## src/hw/rtl/thick_line_stepper_assert.svh

```systemverilog
// Assertion macros for the thick line stepper RTL, used by tls_datapath.
// Each macro samples on posedge clk and is disabled while rst is high.
// Expands to nothing when SYNTHESIS is defined.
`ifndef THICK_LINE_STEPPER_ASSERT_SVH
`define THICK_LINE_STEPPER_ASSERT_SVH

`ifndef SYNTHESIS
`define TLS_ASSERT_SAME(lbl, ante, cons, msg) \
  lbl: assert property (@(posedge clk) disable iff (rst) (ante) |-> (cons)) else $error(msg);
`define TLS_ASSERT_NEXT(lbl, ante, cons, msg) \
  lbl: assert property (@(posedge clk) disable iff (rst) (ante) |=> (cons)) else $error(msg);
`else
`define TLS_ASSERT_SAME(lbl, ante, cons, msg)
`define TLS_ASSERT_NEXT(lbl, ante, cons, msg)
`endif

`endif

```

## src/hw/rtl/tls_pkg.sv

```systemverilog
// Shared types and constants for the thick line stepper.
// No dependencies; imported by every RTL module of the block.
`timescale 1ns / 1ps
package tls_pkg;

  localparam int COORD_BITS    = 12;
  localparam int SIZE_BITS     = COORD_BITS + 1;
  localparam int CNT_BITS      = $clog2(COORD_BITS);
  localparam int CFG_IDX_BITS  = 1;
  localparam int IN_RAW_BITS   = 4 * COORD_BITS;
  localparam int IN_DATA_BITS  = ((IN_RAW_BITS + 7) / 8) * 8;
  localparam int OUT_RAW_BITS  = 6 * COORD_BITS + 2;
  localparam int OUT_DATA_BITS = ((OUT_RAW_BITS + 7) / 8) * 8;

  localparam logic [SIZE_BITS-1:0] SIZE_RESET = SIZE_BITS'(1 << COORD_BITS);

  localparam logic [CFG_IDX_BITS-1:0] CFG_IMAGE_WIDTH  = 1'b0;
  localparam logic [CFG_IDX_BITS-1:0] CFG_IMAGE_HEIGHT = 1'b1;

  localparam logic OP_LOAD    = 1'b0;
  localparam logic OP_ADVANCE = 1'b1;

  typedef logic [COORD_BITS-1:0] coord_t;

  typedef enum logic [1:0] {
    MODE_VERT = 2'd0,
    MODE_HORZ = 2'd1,
    MODE_XMAJ = 2'd2,
    MODE_YMAJ = 2'd3
  } tls_mode_t;

  typedef struct packed {
    coord_t start_x;
    coord_t start_y;
    coord_t end_x;
    coord_t end_y;
  } tls_seg_t;

  typedef struct packed {
    coord_t center_x;
    coord_t center_y;
    coord_t side_one_x;
    coord_t side_one_y;
    logic   side_one_valid;
    coord_t side_two_x;
    coord_t side_two_y;
    logic   side_two_valid;
    logic   last;
  } tls_stroke_t;

  // controller -> datapath
  typedef struct packed {
    logic load;
    logic advance;
  } tls_cmd_t;

  // datapath -> controller
  typedef struct packed {
    logic needs_div;
    logic stroke;
    logic div_done;
    logic div_active;
  } tls_stat_t;

endpackage

```

## src/hw/rtl/tls_divider.sv

```systemverilog
// Restoring radix-2 divider, one quotient bit per cycle.
// Depends on tls_pkg. Divisor must be nonzero and not above the dividend.
`timescale 1ns / 1ps
module tls_divider import tls_pkg::*; (
  input  logic   clk,
  input  logic   rst,
  input  logic   start,
  input  coord_t dividend,
  input  coord_t divisor,
  output logic   active,
  output logic   done,
  output coord_t quotient
);

  logic [COORD_BITS:0]   rem;
  coord_t                quo;
  coord_t                dvs;
  logic [CNT_BITS-1:0]   cnt;
  logic [COORD_BITS:0]   shifted;
  logic [COORD_BITS+1:0] diff;

  always_comb begin
    shifted = {rem[COORD_BITS-1:0], quo[COORD_BITS-1]};
    diff    = {1'b0, shifted} - {2'b00, dvs};
  end

  always_ff @(posedge clk) begin
    if (rst) begin
      active <= 1'b0;
      done   <= 1'b0;
    end else begin
      done <= 1'b0;
      if (start) begin
        active <= 1'b1;
        cnt    <= '0;
        rem    <= '0;
        quo    <= dividend;
        dvs    <= divisor;
      end else if (active) begin
        // borrow set: keep the shifted remainder, quotient bit 0
        rem <= diff[COORD_BITS+1] ? shifted : diff[COORD_BITS:0];
        quo <= {quo[COORD_BITS-2:0], ~diff[COORD_BITS+1]};
        cnt <= cnt + 1'b1;
        if (cnt == CNT_BITS'(COORD_BITS - 1)) begin
          active <= 1'b0;
          done   <= 1'b1;
        end
      end
    end
  end

  assign quotient = quo;

endmodule

```

## src/hw/rtl/tls_datapath.sv

```systemverilog
// Segment state, stroke generation, image clipping and output word register.
// Depends on tls_pkg, tls_divider and the assertion macro header.
`timescale 1ns / 1ps
`include "thick_line_stepper_assert.svh"
module tls_datapath import tls_pkg::*; (
  input  logic                    clk,
  input  logic                    rst,
  input  tls_cmd_t                cmd,
  input  tls_seg_t                seg,
  input  logic                    cfg_we,
  input  logic [CFG_IDX_BITS-1:0] cfg_index,
  input  logic [SIZE_BITS-1:0]    cfg_data,
  output tls_stat_t               stat,
  output tls_stroke_t             stroke
);

  logic [SIZE_BITS-1:0] image_width;
  logic [SIZE_BITS-1:0] image_height;

  coord_t    cursor_x, cursor_y, goal_x, goal_y;
  logic      step_neg_x, step_neg_y;
  tls_mode_t line_mode;
  coord_t    run_length, run_count;
  logic      busy;

  // load decode
  coord_t    ax, ay, major, minor;
  tls_mode_t mode_load;

  // step decode
  coord_t      nx, ny, cursor_x_next, cursor_y_next;
  logic        run_wrap, minor_move;
  logic        x_up_ok, x_dn_ok, y_up_ok, y_dn_ok;
  tls_stroke_t st;

  logic   div_active, div_done;
  coord_t quotient;

  always_ff @(posedge clk) begin
    if (rst) begin
      image_width  <= SIZE_RESET;
      image_height <= SIZE_RESET;
    end else if (cfg_we) begin
      unique case (cfg_index)
        CFG_IMAGE_WIDTH:  image_width  <= cfg_data;
        CFG_IMAGE_HEIGHT: image_height <= cfg_data;
        default: ;
      endcase
    end
  end

  always_comb begin
    ax = (seg.end_x >= seg.start_x) ? seg.end_x - seg.start_x : seg.start_x - seg.end_x;
    ay = (seg.end_y >= seg.start_y) ? seg.end_y - seg.start_y : seg.start_y - seg.end_y;
    if (ax == '0)      mode_load = MODE_VERT;
    else if (ay == '0) mode_load = MODE_HORZ;
    else if (ax >= ay) mode_load = MODE_XMAJ;
    else               mode_load = MODE_YMAJ;
    major = (ax >= ay) ? ax : ay;
    minor = (ax >= ay) ? ay : ax;
  end

  tls_divider u_div (
    .clk      (clk),
    .rst      (rst),
    .start    (cmd.load && mode_load[1]),
    .dividend (major),
    .divisor  (minor),
    .active   (div_active),
    .done     (div_done),
    .quotient (quotient)
  );

  always_comb begin
    nx = step_neg_x ? cursor_x - 1'b1 : cursor_x + 1'b1;
    ny = step_neg_y ? cursor_y - 1'b1 : cursor_y + 1'b1;
    run_wrap   = run_count >= run_length;
    minor_move = line_mode[1] && run_wrap &&
                 ((line_mode == MODE_XMAJ) ? (cursor_y != goal_y) : (cursor_x != goal_x));

    x_up_ok = (cursor_x != '1) && (({1'b0, cursor_x} + 1'b1) < image_width);
    y_up_ok = (cursor_y != '1) && (({1'b0, cursor_y} + 1'b1) < image_height);
    x_dn_ok = cursor_x != '0;
    y_dn_ok = cursor_y != '0;

    st = '0;
    st.center_x   = cursor_x;
    st.center_y   = cursor_y;
    cursor_x_next = cursor_x;
    cursor_y_next = cursor_y;
    unique case (line_mode)
      MODE_VERT: begin
        st.side_one_x = cursor_x + 1'b1; st.side_one_y = cursor_y; st.side_one_valid = x_up_ok;
        st.side_two_x = cursor_x - 1'b1; st.side_two_y = cursor_y; st.side_two_valid = x_dn_ok;
        cursor_y_next = ny;
        st.last       = ny == goal_y;
      end
      MODE_HORZ: begin
        st.side_one_x = cursor_x; st.side_one_y = cursor_y + 1'b1; st.side_one_valid = y_up_ok;
        st.side_two_x = cursor_x; st.side_two_y = cursor_y - 1'b1; st.side_two_valid = y_dn_ok;
        cursor_x_next = nx;
        st.last       = nx == goal_x;
      end
      MODE_XMAJ: begin
        // neighbors sit at the column already stepped to
        st.side_one_x = nx; st.side_one_y = cursor_y - 1'b1; st.side_one_valid = y_dn_ok;
        st.side_two_x = nx; st.side_two_y = cursor_y + 1'b1; st.side_two_valid = y_up_ok;
        cursor_x_next = nx;
        st.last       = nx == goal_x;
      end
      MODE_YMAJ: begin
        st.side_one_x = cursor_x + 1'b1; st.side_one_y = ny; st.side_one_valid = x_up_ok;
        st.side_two_x = cursor_x - 1'b1; st.side_two_y = ny; st.side_two_valid = x_dn_ok;
        cursor_y_next = ny;
        st.last       = ny == goal_y;
      end
      default: ;
    endcase

    // clipped neighbors report zero coordinates
    if (!st.side_one_valid) begin
      st.side_one_x = '0;
      st.side_one_y = '0;
    end
    if (!st.side_two_valid) begin
      st.side_two_x = '0;
      st.side_two_y = '0;
    end
  end

  always_ff @(posedge clk) begin
    if (rst) begin
      cursor_x   <= '0;
      cursor_y   <= '0;
      goal_x     <= '0;
      goal_y     <= '0;
      step_neg_x <= 1'b0;
      step_neg_y <= 1'b0;
      line_mode  <= MODE_VERT;
      run_length <= '0;
      run_count  <= '0;
      busy       <= 1'b0;
    end else begin
      if (cmd.load) begin
        cursor_x   <= seg.start_x;
        cursor_y   <= seg.start_y;
        goal_x     <= seg.end_x;
        goal_y     <= seg.end_y;
        step_neg_x <= seg.end_x < seg.start_x;
        step_neg_y <= seg.end_y < seg.start_y;
        line_mode  <= mode_load;
        run_length <= '0;
        run_count  <= '0;
        busy       <= (ax != '0) || (ay != '0);
      end else if (cmd.advance && busy) begin
        if (minor_move) begin
          run_count <= '0;
          if (line_mode == MODE_XMAJ) cursor_y <= ny;
          else                        cursor_x <= nx;
        end else begin
          if (line_mode[1]) run_count <= (run_wrap ? '0 : run_count) + 1'b1;
          cursor_x <= cursor_x_next;
          cursor_y <= cursor_y_next;
          if (st.last) busy <= 1'b0;
        end
      end
      if (div_done) run_length <= quotient;
    end
  end

  always_ff @(posedge clk) begin
    if (cmd.advance && stat.stroke) stroke <= st;
  end

  always_comb begin
    stat.needs_div  = mode_load[1];
    stat.stroke     = busy && !minor_move;
    stat.div_done   = div_done;
    stat.div_active = div_active;
  end

  `TLS_ASSERT_NEXT(a_idle_advance_quiet, cmd.advance && !busy, !busy && $stable(cursor_x) && $stable(cursor_y), "advance while idle changed the cursor")
  `TLS_ASSERT_NEXT(a_last_ends_segment, cmd.advance && stat.stroke && st.last, !busy, "last stroke left the segment busy")
  `TLS_ASSERT_SAME(a_run_length_set, busy && line_mode[1] && !div_active && !div_done, run_length != '0, "diagonal segment has zero run length")

endmodule

```

## src/hw/rtl/tls_ctrl.sv

```systemverilog
// Controller: input acceptance, divide wait and output word valid.
// Depends on tls_pkg; drives tls_datapath through command/status structs.
`timescale 1ns / 1ps
module tls_ctrl import tls_pkg::*; (
  input  logic      clk,
  input  logic      rst,
  input  logic      in_valid,
  input  logic      in_op,
  output logic      in_ready,
  output logic      out_valid,
  input  logic      out_ready,
  input  tls_stat_t stat,
  output tls_cmd_t  cmd
);

  typedef enum logic {
    S_IDLE,
    S_DIVIDE
  } state_t;

  state_t state;
  logic   accept;

  assign in_ready    = (state == S_IDLE) && (!out_valid || out_ready);
  assign accept      = in_valid && in_ready;
  assign cmd.load    = accept && (in_op == OP_LOAD);
  assign cmd.advance = accept && (in_op == OP_ADVANCE);

  always_ff @(posedge clk) begin
    if (rst) begin
      state     <= S_IDLE;
      out_valid <= 1'b0;
    end else begin
      if (cmd.advance && stat.stroke) out_valid <= 1'b1;
      else if (out_ready)             out_valid <= 1'b0;
      unique case (state)
        S_IDLE:   if (cmd.load && stat.needs_div) state <= S_DIVIDE;
        S_DIVIDE: if (stat.div_done)              state <= S_IDLE;
        default:  state <= S_IDLE;
      endcase
    end
  end

endmodule

```

## src/hw/rtl/thick_line_stepper.sv

```systemverilog
// Thick line stepper: run-ratio rasterizer, at most one stroke per advance word.
// Advance: stroke word on m_tvalid in the cycle after accept; one word per cycle
// while m_tready is high. Load: x-major/y-major loads run a divide (one quotient
// bit per cycle) and latch the quotient as run length; no word is taken until
// the divide is done.
// Reset (rst, synchronous, active high): idle, image 4096 x 4096, no word out.
`timescale 1ns / 1ps
module thick_line_stepper import tls_pkg::*; (
  input  logic                     clk,
  input  logic                     rst,
  // slave side
  input  logic                     s_tvalid,
  output logic                     s_tready,
  input  logic [IN_DATA_BITS-1:0]  s_tdata,   // start_x, start_y, end_x, end_y
  input  logic                     s_tuser,   // operation (0 load, 1 advance)
  // master side
  output logic                     m_tvalid,
  input  logic                     m_tready,
  output logic [OUT_DATA_BITS-1:0] m_tdata,   // center_x, center_y, side_one_x,
                                              // side_one_y, side_one_valid, side_two_x,
                                              // side_two_y, side_two_valid, zero pad
  output logic                     m_tlast,   // last stroke of the segment
  // configuration
  input  logic                     cfg_we,
  input  logic [CFG_IDX_BITS-1:0]  cfg_index, // 0 image_width, 1 image_height
  input  logic [SIZE_BITS-1:0]     cfg_data
);

  tls_cmd_t    cmd;
  tls_stat_t   stat;
  tls_seg_t    seg;
  tls_stroke_t stroke;
  logic [OUT_RAW_BITS-1:0] out_raw;

  // unpack the input word, first field in the low bits
  assign seg.start_x = s_tdata[0*COORD_BITS +: COORD_BITS];
  assign seg.start_y = s_tdata[1*COORD_BITS +: COORD_BITS];
  assign seg.end_x   = s_tdata[2*COORD_BITS +: COORD_BITS];
  assign seg.end_y   = s_tdata[3*COORD_BITS +: COORD_BITS];

  tls_ctrl u_ctrl (
    .clk       (clk),
    .rst       (rst),
    .in_valid  (s_tvalid),
    .in_op     (s_tuser),
    .in_ready  (s_tready),
    .out_valid (m_tvalid),
    .out_ready (m_tready),
    .stat      (stat),
    .cmd       (cmd)
  );

  // stroke register in the datapath is the output stage; it only loads
  // when the controller has room, so a stalled word holds
  tls_datapath u_dp (
    .clk       (clk),
    .rst       (rst),
    .cmd       (cmd),
    .seg       (seg),
    .cfg_we    (cfg_we),
    .cfg_index (cfg_index),
    .cfg_data  (cfg_data),
    .stat      (stat),
    .stroke    (stroke)
  );

  // pack the output word, first field in the low bits
  assign out_raw = {stroke.side_two_valid, stroke.side_two_y, stroke.side_two_x,
                    stroke.side_one_valid, stroke.side_one_y, stroke.side_one_x,
                    stroke.center_y, stroke.center_x};
  assign m_tdata = OUT_DATA_BITS'(out_raw);
  assign m_tlast = stroke.last;

endmodule
```

## config.mk

```make
export PLATFORM = sky130hd
export DESIGN_NAME = thick_line_stepper
export DESIGN_NICKNAME = d
export VERILOG_FILES = /design/src/hw/rtl/tls_pkg.sv /design/src/hw/rtl/tls_divider.sv /design/src/hw/rtl/tls_datapath.sv /design/src/hw/rtl/tls_ctrl.sv /design/src/hw/rtl/thick_line_stepper.sv
export VERILOG_INCLUDE_DIRS = /design/src /design/src/hw/rtl
export SDC_FILE = /design/constraint.sdc
export NUM_CORES = 1
export LEC_CHECK = 0
export ABC_AREA = 1
export BUFFER_PORTS_ARGS = -buffer_cell sky130_fd_sc_hd__buf_2
export CORE_ASPECT_RATIO = 1.75
export CORE_MARGIN = 3
export CORE_UTILIZATION = 30
export DETAILED_ROUTE_END_ITERATION = 10
export SLEW_MARGIN = 40
export SYNTH_ARGS = -nofsm -noshare
export SYNTH_HDL_FRONTEND = slang
export SYNTH_HIERARCHICAL = 1
export SYNTH_SLANG_ARGS = --single-unit
```

## constraint.sdc

```tcl
create_clock -name clk -period 7 [get_ports clk]
set_input_delay 0.35 -clock clk [delete_from_list [all_inputs] [get_ports clk]]
set_output_delay 0.35 -clock clk [all_outputs]
set_load 0.02 [all_outputs]
```

# ---- Word level (Yosys, flattened, before mapping)
# Cells that the tools add are included.
dict set report op_classes {
  n_addsub 13
  magnitude_cmp 8
  eq_ne 13
  mux 44
  bitwise_logic 6
  reduce_logical 43
}
# cell count
set op_table {}
lappend op_table {{$mux 12} 25}
lappend op_table {{$pmux 51 s4} 1}
lappend op_table {{$ge 12x12->1} 4}
lappend op_table {{$reduce_bool 12->1} 4}
lappend op_table {{$sub 12x12->12} 4}
lappend op_table {{$add 12x1->12 const B} 3}
lappend op_table {{$add 12x1->13 const B} 2}
lappend op_table {{$lt 13x13->1} 2}
lappend op_table {{$eq 12x12->1} 2}
lappend op_table {{$logic_not 12->1} 2}
lappend op_table {{$lt 12x12->1} 2}
lappend op_table {{$ne 12x12->1} 2}
lappend op_table {{$ne 12x12->1 const B} 2}
lappend op_table {{$sub 12x1->12 const B} 2}
lappend op_table {{$mux 1} 14}
lappend op_table {{$sub 13x12->14} 1}
lappend op_table {{$logic_and 1x1->1} 12}
lappend op_table {{$reduce_bool 2->1} 6}
lappend op_table {{$reduce_and 2->1} 5}
lappend op_table {{$reduce_and 3->1} 3}
lappend op_table {{$ne 3x2->1 const B} 2}
lappend op_table {{$not 1->1} 6}
lappend op_table {{$reduce_bool 3->1} 2}
lappend op_table {{$reduce_or 2->1} 3}
lappend op_table {{other kinds (12)} 16}
dict set report word_totals {
  register_bits 222
  in_bits 68
  output_inout_bits 83
}

# ---- Longest topological paths before layout
# Gate-level depths: netlist (run 1).
dict set report logic_depth {
  ltp_word 9
  depth_mapped 26
}

# ---- Modules after synthesis
# Netlist (run 1), hierarchy kept.
# module instances cells_per_inst area_each_um2 seq_area_each_um2
set modules_own_cells {}
lappend modules_own_cells {tls_datapath 1 2169 14274.9 4314.1}
lappend modules_own_cells {tls_divider 1 299 2537.4 1241.2}
lappend modules_own_cells {tls_ctrl 1 16 126.4 40.0}
lappend modules_own_cells {thick_line_stepper 1 7 48.8 0.0}

# ---- Least setup slack after synthesis (run 1)
# Ideal clock, no wire load.
dict set report synth_timing {
  path_type {flip-flop to flip-flop}
  from {reg u_dp.line_mode[0]}
  to {reg, netlist name u_dp/stroke[0]}
  arrival_time_ps 4615
  required_time_ps 6490
  path_slack_ps 1875
  stages_incl_launch_ff 10
  path_cell_list {dfxtp_1 -> inv_1 -> ha_1 -> inv_2 -> o21ai_1 -> nor4b_1 -> nand3_1 -> nand2_1 -> nor2_4 -> nor2_1}
}
dict set report synth_via {
  elab_chain_cells 6
}
# element line
set synth_lines {}
lappend synth_lines {{from (decl)} tls_datapath.sv:22} ;# tls_mode_t line_mode;
lappend synth_lines {{from (signal assigned)} tls_datapath.sv:151} ;# line_mode <= mode_load;
lappend synth_lines {{$eq 2x2->1} tls_datapath.sv:79} ;# ((line_mode == MODE_XMAJ) ? (cursor_y != goal_y) : (cursor_x != goal_x));
lappend synth_lines {{$mux 1} tls_datapath.sv:79}
lappend synth_lines {{$logic_and 1x1->1} tls_datapath.sv:78} ;# minor_move = line_mode[1] && run_wrap &&
lappend synth_lines {{$logic_not 1->1} tls_datapath.sv:177} ;# stat.stroke = busy && !minor_move;
lappend synth_lines {{$logic_and 1x1->1} tls_datapath.sv:177}
lappend synth_lines {{$logic_and 1x1->1} tls_datapath.sv:172} ;# if (cmd.advance && stat.stroke) stroke <= st;
# Every way passes these cells.
# A chain may end at the register's enable or synchronous reset.

# ---- Worst setup path in the final report (run 1)
dict set report layout_timing {
  from {in s_tdata[36]}
  to {reg u_dp.u_div.quo[5], in the netlist u_dp/u_div/quotient[5], enable pin}
}
dict set report layout_via {
  elab_chain_cells 8
  elab_cells_between_ends 10
  classes_between {2 x add/sub; 1 x order compare; 3 x mux; 4 x reduce/logical}
}
# element line
set layout_lines {}
lappend layout_lines {{from (decl)} thick_line_stepper.sv:14} ;# input logic [IN_DATA_BITS-1:0] s_tdata,
lappend layout_lines {{$sub 12x12->12 / $ge 12x12->1 (equally long branches)} tls_datapath.sv:54} ;# ay = (seg.end_y >= seg.start_y) ? seg.end_y - seg.start_y : seg.start_y - seg.end_y;
lappend layout_lines {{$mux 12 (*)} tls_datapath.sv:54}
lappend layout_lines {{$logic_not 12->1 (*)} tls_datapath.sv:56} ;# else if (ay == '0) mode_load = MODE_HORZ;
lappend layout_lines {{$mux 2 (*)} tls_datapath.sv:56}
lappend layout_lines {{$mux 2 (*)} tls_datapath.sv:55} ;# if (ax == '0) mode_load = MODE_VERT;
lappend layout_lines {{$logic_and 1x1->1 (*)} tls_datapath.sv:66} ;# .start (cmd.load && mode_load[1]),
lappend layout_lines {{$reduce_bool 2->1 (no source line) (*)} n/a}
lappend layout_lines {{$reduce_and 2->1 (no source line) (*)} n/a}
lappend layout_lines {{to (signal assigned)} tls_divider.sv:37} ;# quo <= dividend;
lappend layout_lines {{to (signal assigned)} tls_divider.sv:42} ;# quo <= {quo[COORD_BITS-2:0], ~diff[COORD_BITS+1]};
lappend layout_lines {{to (decl)} tls_divider.sv:16} ;# coord_t quo;
# Mark *: on every way between the ends. The rest lies on a longest branch, timed or not.

==> implementation parameters, run 1 <==
Parameter                              Value

Outcome
  Run status    completed

CTS
  Resize count post-CTS    0
  Number of sinks handled by clock tree synthesis    222
  Clock tree from TritonCTS    yes
  Insertion delay of the later-clocked pin in the worst-skew pair    ~0.54 ns
  Cts bufs inserted    23
  Root buf cell    sky130_fd_sc_hd__clkbuf_16
  Maximum clock path buffer count    3
  Hold buffers post-CTS    0
  Number of setup buffers added after CTS    0
  Number of levels the H-tree was split into    1
  Clock transition time at the flip-flop clock pins of the worst setup and hold paths    0.07 ns

Route
  DRC violation total after the first TritonRoute iteration    roughly 1200
  Residual antenna-violating net count after detailed routing    0
  Number of vias in the routed layout    16568
  WL final    roughly 59 mm
  Number of optimization iterations in the first detailed-route pass    6
  Routed length per placed instance    about 18 um
  Detailed-route vias per instance    5.01
  Post-route DRC    0

Timing
  Final Critical Period    4.13 ns
  Maximum clock frequency    between 200 and 250 MHz
  Worst-Margin Slew    0.869 ns
  Worst Clk Skew    0.0196 ns
  Final hold viol count    0
  Final number of max-transition violations    0
  Finish-stage setup viols    0
  Setup repair after global routing missed its margin    false
  Setup slack of the critical path after layout    2.87 ns
  Period Utilization, post-route    0.590
  Worst slew margin relative to its limit    0.421
  Worst hold-check slack    around 0.073 ns
  Final setup TNS    0 ns

GRT
  Number of global-route vias before repair    16199
  Number of antenna violations at the first check in global routing    0
  Wire length of the first global-routing pass    89.7 mm
  Gr ovfl total    0
  Overall routing resource usage    0.193
  Maximum number of pins on one net before global-route repair    48

Pwr
  Static leakage    9.37 nW
  Worst voltage drop across the vdd grid    0.133 mV
  Total power per unit cell area    approximately 230 nW/um2
  Design Power    4.36 mW

Die
  Die width    between 150 and 200 um
  Area enclosed by the die boundary    59600 um2
  Row count    114
  Standard cell core area    55600 um2
  Die Y-Extent    approximately 320 um
  Top-level port count    roughly 150
  Starting density of the core    0.305

Place
  Final GP Congestion    0.973
  Number of placed instances with taps included    3268
  Dpl ws    2.35 ns
  Number of buffer cells added on primary ports    144
  Area post-placement    18300 um2
  DPL Wire Length    47.7 mm

Hold path
  Hold/Removal Path Class    input pin to register

Synth
  Syn Std Cell Area    17000 um2
  Mean instance size in the synthesized netlist    6.82 um2
  Warnings, synthesis    6
  Syn Inst Count    2490

Setup path
  Startpoint types    input pin
  Required time of the worst setup path    7.21 ns
  Sort of element at the end of the critical path    register
  Category of the most critical setup path    input pin to register
  Maximum net fanout on the critical path    18
  Data arrival time at the worst-slack endpoint    4.34 ns

Finish
  Final std cells w/o fill    3309
  Number of fill cells in the layout    6137
  Final Util    0.343
  Area added between synthesis and finish    12.4%
  Commonest cells after routing, fill and taps aside    sky130_fd_sc_hd__nand2_1 (764), sky130_fd_sc_hd__inv_1 (389), sky130_fd_sc_hd__nor2_1 (179), sky130_fd_sc_hd__nand3_1 (161), sky130_fd_sc_hd__o21ai_0 (157)
  Final net count    ~2800
  Most common cell after layout, fill and taps aside    sky130_fd_sc_hd__nand2_1
  Final cell area excluding filler cells    ~19000 um2
  Final antenna diode count    0
  Share of final-layout standard cells stronger than drive strength 1    0.112

Flow run
  Max-capacitance violation count    0
## routing by layer
layer,track usage,part of all wire,vias to the layer above
met4,0.129,0.077,0
met1,0.204,0.36,7602
met5,0,0,-
met2,0.358,0.52,547
met3,0.0169,0.040,211
li1,-,-,8208
## report_power, final
part / total, mW / internal (mW) / switching (mW)
Sequential: 1.56 / 1.47 / 0.0838
Combinational: 1.47 / 0.452 / 1.02
Clock: 1.33 / 0.774 / 0.557
## cell type report
class                           instances  area, um2  share of cell area
Multi-Input combinational cell       1778       9410               0.493
Sequential cell                       222       5600               0.293
Inverter                              412       1550              0.0810
Tap cell                              696        871              0.0456
Timing Repair Buffer                  160        861              0.0451
Clock buffer                           30        653              0.0342
Clock inverter                         11        150             0.00787
## path summary, 6_finish.rpt
kind	startpoint	endpoint	slack (ns)	cells after the start
setup / recovery	s_tdata[36]	u_dp/u_div/quotient[5]	2.87	20
setup reg to reg	u_dp/cursor_y[6]	u_dp/stroke[20]	3.20	16
hold / removal	cfg_data[12]	u_dp/image_width[12]	0.07	3
hold reg to reg	u_dp/image_width[9]	u_dp/image_width[9]	0.46	2
## flip-flops by register name, indices dropped and copies added, names as in the netlist
register             count
u_dp/image_width        13
u_dp/line_mode           2
u_dp/step_neg_y          1
u_dp/step_neg_x          1
u_dp/image_height       13
u_dp/cursor_y           12
u_dp/run_length         12
u_dp/u_div/dvs          12
u_dp/goal_x             12
u_dp/u_div/cnt           4
u_dp/u_div/rem          12
u_dp/busy                1
u_dp/goal_y             12
u_dp/u_div/active        1
u_dp/u_div/done          1
u_dp/cursor_x           12
u_ctrl/state             1
u_dp/run_count          12
u_dp/stroke             75
u_dp/u_div/quotient     12
u_ctrl/out_valid         1
## critical path: stages
cell	delay [ns]
sky130_fd_sc_hd__buf_2	0.12
sky130_fd_sc_hd__inv_1	0.09
sky130_fd_sc_hd__ha_1	0.17
sky130_fd_sc_hd__inv_1	0.07
sky130_fd_sc_hd__fa_1	0.46
sky130_fd_sc_hd__nand3_1	0.10
sky130_fd_sc_hd__nand2_1	0.11
sky130_fd_sc_hd__nand3_1	0.13
sky130_fd_sc_hd__nand4_2	0.29
sky130_fd_sc_hd__o21ai_1	0.53
sky130_fd_sc_hd__inv_2	0.09
sky130_fd_sc_hd__nand2_1	0.10
sky130_fd_sc_hd__nor2_1	0.05
sky130_fd_sc_hd__nand3_1	0.14
sky130_fd_sc_hd__nand2_1	0.12
sky130_fd_sc_hd__nor2_1	0.11
sky130_fd_sc_hd__buf_4	0.24
sky130_fd_sc_hd__clkinv_1	0.13
sky130_fd_sc_hd__a21oi_2	0.55
sky130_fd_sc_hd__buf_4	0.39
(Power assumes the default switching activity.)
==> run 2, diff against run 1 <==
--- a/config.mk
+++ b/config.mk
@@ -6,7 +6,7 @@
 export SDC_FILE = /design/constraint.sdc
 export NUM_CORES = 1
 export LEC_CHECK = 0
-export ABC_AREA = 1
+export ABC_AREA = 0
 export BUFFER_PORTS_ARGS = -buffer_cell sky130_fd_sc_hd__buf_2
 export CORE_ASPECT_RATIO = 1.75
 export CORE_MARGIN = 3
==> constraint.sdc (replaced) <==
create_clock -name clk -period 3.8 [get_ports clk]
set_input_delay 0.19 -clock clk [delete_from_list [all_inputs] [get_ports clk]]
set_output_delay 0.19 -clock clk [all_outputs]
set_load 0.02 [all_outputs]
==> implementation parameters, run 2 <==
Parameter                              Value

Timing
  Finish-stage setup viols    0 (unchanged)
  Worst hold-check slack    0.0240 ns (-0.0488 ns)
  Final Critical Period    3.79 ns
  Final hold viol count    0 (unchanged)
  Period Utilization, post-route    0.998
  Worst-Margin Slew    0.856 ns (-0.0130 ns)
  Worst slew margin relative to its limit    0.429 (+0.00869)
  Maximum clock frequency    264 MHz
  Setup slack of the critical path after layout    0.00890 ns (-2.86 ns)
  Setup repair after global routing missed its margin    true
  Worst Clk Skew    0.0358 ns (+0.0162 ns)
  Final number of max-transition violations    0 (unchanged)

Outcome
  Run status    completed

Setup path
  Maximum net fanout on the critical path    5 (-13)
  Cell mode on critical path    sky130_fd_sc_hd__buf_6
  Worst R2R Setup Slack    0.18 ns (-3.02 ns)
  Max stage delay cell, worst path    sky130_fd_sc_hd__fa_2
  Depth of the most critical reg-to-reg path    15 (-1)
  Data arrival time at the worst-slack endpoint    4.07 ns (-0.27 ns)
  Required time of the worst setup path    4.08 ns (-3.13 ns)
  Sort of element at the end of the critical path    register
  Worst Setup SP    s_tdata[36]
  Critical-path cell list    buf_6 > inv_4 > ha_4 > inv_2 > fa_2 > nand3_4 > a211oi_4 > or2_1 > buf_6 > nor3_4 > o32ai_2 > xor2_1 > inv_1 > ha_1 > a211o_1 > o211ai_1 > a21oi_2 > a221oi_4 > buf_6 > mux2_4 > mux2_4
  Category of the most critical setup path    input pin to register
  Reg-to-reg critical path startpoint    u_dp/cursor_y[0]
  CP peak stage delay    0.38 ns (-0.17 ns)
  Worst r2r dst    u_dp/stroke[16]
  Startpoint types    input pin

GRT
  Overall routing resource usage    0.188 (-0.00495)
  Most Used Layer, Global Route    met2
  Number of global-route vias before repair    14870 (-8.2%)
  Number of antenna violations at the first check in global routing    2 (+2)
  Met2 usage in global routing    0.388 (+0.0296)
  Met3 track demand over resource    0.0168 (-0.0000647)
  Gr ovfl total    0 (unchanged)
  Wire length of the first global-routing pass    83.5 mm (-6.9%)
  Maximum number of pins on one net before global-route repair    70 (+46%)
  GR Layer Usage met1    0.188 (-0.0162)

Route
  Number of optimization iterations in the first detailed-route pass    5 (-1)
  Number of vias in the routed layout    14743 (-11%)
  WL final    55.8 mm (-6.1%)
  DRC violation total after the first TritonRoute iteration    1067 (-8.3%)
  Detailed-route vias per instance    5.17 (+3.3%)
  Post-route DRC    0 (unchanged)
  Residual antenna-violating net count after detailed routing    0 (unchanged)
  Routed length per placed instance    19.6 um (+9.0%)

Place
  Dpl ws    -0.676 ns (-3.03 ns)
  DPL Wire Length    44.3 mm (-7.0%)
  Number of placed instances with taps included    2776 (-15%)
  Number of buffer cells added on primary ports    144 (unchanged)
  Area post-placement    19200 um2 (+5.0%)
  Final GP Congestion    0.916 (-5.8%)

Finish
  Number of fill cells in the layout    5206 (-15%)
  Largest regs    u_dp/stroke (75), u_dp/image_height (13), u_dp/image_width (13)
  Share of final-layout standard cells stronger than drive strength 1    0.282 (+0.170)
  Final cell area excluding filler cells    20500 um2 (+7.4%)
  Commonest cells after routing, fill and taps aside    sky130_fd_sc_hd__buf_4 (269), sky130_fd_sc_hd__a21oi_1 (175), sky130_fd_sc_hd__nor2_1 (157), sky130_fd_sc_hd__nand2_1 (156), sky130_fd_sc_hd__buf_2 (142)
  Biggest register    u_dp/stroke
  Area added between synthesis and finish    29.1%
  Most common cell after layout, fill and taps aside    sky130_fd_sc_hd__buf_4
  Max FFs per register    75 (unchanged)
  Final std cells w/o fill    2850 (-14%)
  Final net count    2352 (-16%)

Die
  Starting density of the core    0.306 (+0.000571)
  Row count    110 (-3.5%)
  Area enclosed by the die boundary    55800 um2 (-6.4%)
  Die Y-Extent    310 um (-3.3%)
  Standard cell core area    51900 um2 (-6.7%)
  Top-level port count    151 (unchanged)
  Die width    180 um (-3.2%)

CTS
  Maximum clock path buffer count    3 (unchanged)
  Cts bufs inserted    21 (-8.7%)
  Number of levels the H-tree was split into    1 (unchanged)
  Insertion delay of the later-clocked pin in the worst-skew pair    0.54 ns (about the same)
  Number of sinks handled by clock tree synthesis    222 (unchanged)
  Clock transition time at the flip-flop clock pins of the worst setup and hold paths    0.07 ns (about the same)
  Root buf cell    sky130_fd_sc_hd__clkbuf_16
  Clock tree from TritonCTS    yes

Hold path
  Cell depth of the worst min-delay path    4 (+1)
  Min-Delay Endpoint    u_dp/goal_y[0]
  Hold/Removal Path Class    input pin to register
  Beginning of the worst hold path    s_tdata[36]

Synth
  Mean instance size in the synthesized netlist    8.80 um2 (+29%)
  Warnings, synthesis    6 (unchanged)
  Syn Std Cell Area    15900 um2 (-6.6%)
  Syn Inst Count    1803 (-28%)

Flow run
  Max-capacitance violation count    0 (unchanged)

Pwr
  Worst voltage drop across the vdd grid    0.266 mV (+100%)
  Total power per unit cell area    399 nW/um2 (+75%)
  Static leakage    8.64 nW (-7.8%)
## run 2: layout make-up
cell class / instances / area [um2] / share of cell area
Inverter: 141 / 544 / 0.0266
Sequential cell: 222 / 5600 / 0.273
Antenna cell: 1 / 2.50 / 0.000122
Multi-Input combinational cell: 1333 / 9690 / 0.473
Timing Repair Buffer: 443 / 3100 / 0.151
Clock buffer: 24 / 589 / 0.0288
Tap cell: 672 / 841 / 0.0410
Clock inverter: 14 / 123 / 0.00598
## run 2: routing by layer
metal	vias to the layer above	wire, um	share of wire
li1	7078	-	-
met1	7112	20000	0.36
met2	429	31300	0.56
met3	122	1880	0.034
met4	2	2640	0.047
met5	-	13	0.00023
## run 2: repair_timing
action | 4_1_cts | 5_1_grt
hold buffers | 22 | 0
pin swaps | 5 | 23
setup buffers | 6 | 6
gates cloned | 0 | 1
resized for setup | 9 | 57
endpoints found under the setup margin | 11 | 33
hold endpoints to repair | 31 | 0
## run 2: critical path, delay by kind of cell
family	cells	cell delay, ns
compound gates	6	1.09
fa+ha+maj	3	0.80
buf+inv	6	0.60
mux	2	0.56
simple gates	3	0.55
xor+xnor	1	0.28
## run 2: worst max-delay path by stage
stage	cells after the start	slack [ns]	end
floorplan	18	-0.25	u_dp/u_div/quotient[9]
global placement	21	-0.56	u_dp/u_div/quotient[2]
detailed placement	21	-0.68	u_dp/u_div/quotient[2]
CTS	20	0.006	u_dp/u_div/quotient[9]
global route	21	-0.11	u_dp/u_div/quotient[11]
finish	21	0.009	u_dp/u_div/quotient[9]
## run 2: report_power, final
part	switching (mW)	total (mW)	internal [mW]
logic	1.76	3.20	1.43
clock network	0.984	2.19	1.20
registers	0.0857	2.78	2.70
## run 2: metrics by stage
step,power (mW),TNS [ns],utilization
6_report,8.17,0,0.395
4_1_cts,8.13,0,0.389
2_1_floorplan,4.63,-2.60,-
3_3_place_gp,5.77,-16.20,0.370
5_1_grt,8.56,-0.467,0.395
3_5_place_dp,5.80,-19.99,0.370
==> run 3, diff against run 2 <==
--- a/config.mk
+++ b/config.mk
@@ -12,6 +12,7 @@
 export CORE_MARGIN = 3
 export CORE_UTILIZATION = 30
 export DETAILED_ROUTE_END_ITERATION = 10
+export REMOVE_ABC_BUFFERS = 1
 export SLEW_MARGIN = 40
 export SYNTH_ARGS = -nofsm -noshare
 export SYNTH_HDL_FRONTEND = slang
==> implementation parameters, run 3 (synthesized netlist as in run 2, its figures left out) <==
Parameter                              Value

Route
  Number of vias in the routed layout    14503 (-1.6%)
  Detailed-route vias per instance    5.10 (-1.3%)
  Routed length per placed instance    18.9 um (-3.7%)
  WL final    53.6 mm (-4.0%)
  Residual antenna-violating net count after detailed routing    0 (unchanged)
  Post-route DRC    0 (unchanged)
  Number of optimization iterations in the first detailed-route pass    5 (unchanged)
  DRC violation total after the first TritonRoute iteration    968 (-9.3%)

CTS
  Clock transition time at the flip-flop clock pins of the worst setup and hold paths    0.07 ns (about the same)
  Insertion delay of the later-clocked pin in the worst-skew pair    0.55 ns (about the same)
  Cts bufs inserted    24 (+14%)
  Clock tree from TritonCTS    yes
  Maximum clock path buffer count    3 (unchanged)
  Root buf cell    sky130_fd_sc_hd__clkbuf_16
  Number of sinks handled by clock tree synthesis    222 (unchanged)
  Number of levels the H-tree was split into    1 (unchanged)

Pwr
  Worst voltage drop across the vdd grid    0.343 mV (+29%)
  Static leakage    8.55 nW (-0.96%)
  Total power per unit cell area    404 nW/um2 (+1.3%)

GRT
  Number of global-route vias before repair    14494 (-2.5%)
  Maximum number of pins on one net before global-route repair    74 (+5.7%)
  Gr ovfl total    0 (unchanged)
  Number of antenna violations at the first check in global routing    2 (unchanged)
  Overall routing resource usage    0.183 (-0.00555)
  Wire length of the first global-routing pass    81.7 mm (-2.1%)

Place
  Number of buffer cells added on primary ports    144 (unchanged)
  Dpl ws    -0.800 ns (-0.123 ns)
  DPL Wire Length    42.6 mm (-4.0%)
  Number of placed instances with taps included    2772 (-0.14%)
  Final GP Congestion    0.903 (-1.4%)

Hold path
  Min-Delay Endpoint    u_dp/goal_x[2]
  Beginning of the worst hold path    s_tdata[26]
  Cell depth of the worst min-delay path    4 (unchanged)
  Hold/Removal Path Class    input pin to register

Finish
  Biggest register    u_dp/stroke
  Largest regs    u_dp/stroke (75), u_dp/image_height (13), u_dp/image_width (13)
  Share of final-layout standard cells stronger than drive strength 1    0.267 (-0.0145)
  Number of fill cells in the layout    5245 (+0.75%)
  Area added between synthesis and finish    27.5%
  Sequential cell area    5600 um2 (about the same)
  Final net count    2340 (-0.51%)
  Max FFs per register    75 (unchanged)
  Commonest cells after routing, fill and taps aside    sky130_fd_sc_hd__buf_4 (258), sky130_fd_sc_hd__a21oi_1 (181), sky130_fd_sc_hd__nor2_1 (159), sky130_fd_sc_hd__nand2_1 (156), sky130_fd_sc_hd__buf_2 (143)
  Final std cells w/o fill    2841 (-0.32%)
  Most common cell after layout, fill and taps aside    sky130_fd_sc_hd__buf_4
  Area occupied by multi-input gates    9500 um2 (-2.0%)

Die
  Die width    180 um (unchanged)
  Top-level port count    151 (unchanged)
  Starting density of the core    0.306 (unchanged)
  Standard cell core area    51900 um2 (unchanged)
  Area enclosed by the die boundary    55800 um2 (unchanged)
  Die Y-Extent    310 um (unchanged)
  Row count    110 (unchanged)

Timing
  Final hold viol count    0 (unchanged)
  Worst slew margin relative to its limit    0.427 (-0.00203)
  Worst-Margin Slew    0.858 ns (+0.00210 ns)
  Period Utilization, post-route    0.992 (-0.00612)
  Worst Clk Skew    0.0190 ns (-0.0168 ns)
  Final number of max-transition violations    0 (unchanged)
  Finish-stage setup viols    0 (unchanged)
  Maximum clock frequency    265 MHz (+0.62%)
  Setup repair after global routing missed its margin    true
  Setup slack of the critical path after layout    0.0322 ns (+0.0233 ns)
  Final Critical Period    3.77 ns (-0.0233 ns)

Setup path
  Reg-to-reg critical path startpoint    u_dp/cursor_x[0]
  Maximum net fanout on the critical path    3 (-2)
  Worst r2r dst    u_dp/stroke[31]
  Depth of the most critical reg-to-reg path    15 (unchanged)
  Sort of element at the end of the critical path    register
  Worst R2R Setup Slack    0.08 ns (-0.10 ns)
  Category of the most critical setup path    input pin to register
  Data arrival time at the worst-slack endpoint    4.06 ns (about the same)
  Startpoint types    input pin
  Required time of the worst setup path    4.09 ns (about the same)

Flow run
  Max-capacitance violation count    0 (unchanged)

Outcome
  Run status    completed
[run 3: cell count changes in the layout (fill, tap and decap cells not counted), sizes merged]
cell	before	now
buf	421	409
clkbuf	24	33
clkinv	8	3
clkinvlp	2	5
dlygate4sd3	22	19
inv	144	143
[run 3: worst max-delay path by stage]
stage | startpoint | to | slack [ns] | cells after the start
finish | s_tdata[45] | u_dp/u_div/quotient[9] | 0.03 | 19
global route | s_tdata[45] | u_dp/u_div/quotient[9] | -0.06 | 19
CTS | s_tdata[24] | u_dp/u_div/quotient[11] | 0.001 | 21
detailed placement | s_tdata[24] | u_dp/u_div/dvs[4] | -0.80 | 22
global placement | s_tdata[24] | u_dp/u_div/dvs[9] | -0.72 | 22
floorplan | u_ctrl/out_valid | u_dp/u_div/cnt[0] | -7.60 | 6
[run 3: routing by layer]
metal	track usage	up-vias	wire, um
met5	0	-	0
met4	0.0882	0	2740
met3	0.0186	114	1790
met2	0.364	396	29200
met1	0.189	6947	19800
li1	-	7046	-
[run 3: cell type report]
| class | count | area share |
|---|---|---|
| well taps | 672 | 0.0416 |
| clock buffers | 33 | 0.0340 |
| multi-input cells | 1333 | 0.470 |
| flip-flops and latches | 222 | 0.277 |
| clock inverters | 11 | 0.00501 |
| diodes | 1 | 0.000124 |
| inverters | 141 | 0.0263 |
| repair buffers | 428 | 0.147 |
[run 3: worst max-delay path: stages]
cell and delay (ns):
sky130_fd_sc_hd__buf_2 0.14, sky130_fd_sc_hd__inv_1 0.06, sky130_fd_sc_hd__ha_1 0.32, sky130_fd_sc_hd__buf_4 0.15, sky130_fd_sc_hd__a21oi_2 0.17, sky130_fd_sc_hd__o21ai_4 0.11, sky130_fd_sc_hd__or2_4 0.29, sky130_fd_sc_hd__buf_4 0.14
sky130_fd_sc_hd__nor3_2 0.20, sky130_fd_sc_hd__o32ai_2 0.11, sky130_fd_sc_hd__xor2_1 0.21, sky130_fd_sc_hd__inv_1 0.11, sky130_fd_sc_hd__ha_1 0.31, sky130_fd_sc_hd__a211o_1 0.29, sky130_fd_sc_hd__o211ai_1 0.20, sky130_fd_sc_hd__a21oi_2 0.07
sky130_fd_sc_hd__a221oi_4 0.35, sky130_fd_sc_hd__mux2_2 0.37, sky130_fd_sc_hd__mux2_2 0.26
[run 3: stage by stage]
stage / util / total power, mW / TNS [ns] / cell area (um2) / hold WS, ns
final: 0.390 / 8.16 / 0 / 20200 / 0.0215
after global routing: 0.390 / 8.58 / -0.317 / 20200 / 0.0187
after CTS: 0.385 / 8.16 / 0 / 20000 / 0.00217
after detailed placement: 0.366 / 5.70 / -40.80 / 19000 / 0.435
after global placement: 0.366 / 5.67 / -38.65 / 19000 / 0.435
after floorplan: - / 4.50 / -923.02 / 15400 / 0.259
[run 3: power breakdown]
| part | switching (mW) | internal [mW] |
|---|---|---|
| sequential | 0.0848 | 2.70 |
| combinational | 1.67 | 1.33 |
| clock | 1.03 | 1.35 |
[run 3: timing repair]
action,in CTS,in global routing
setup buffers,0,5
endpoints found under the hold margin,30,0
hold buffers,19,0
setup endpoints to repair,25,80
pin swaps,5,13
resized for setup,6,49
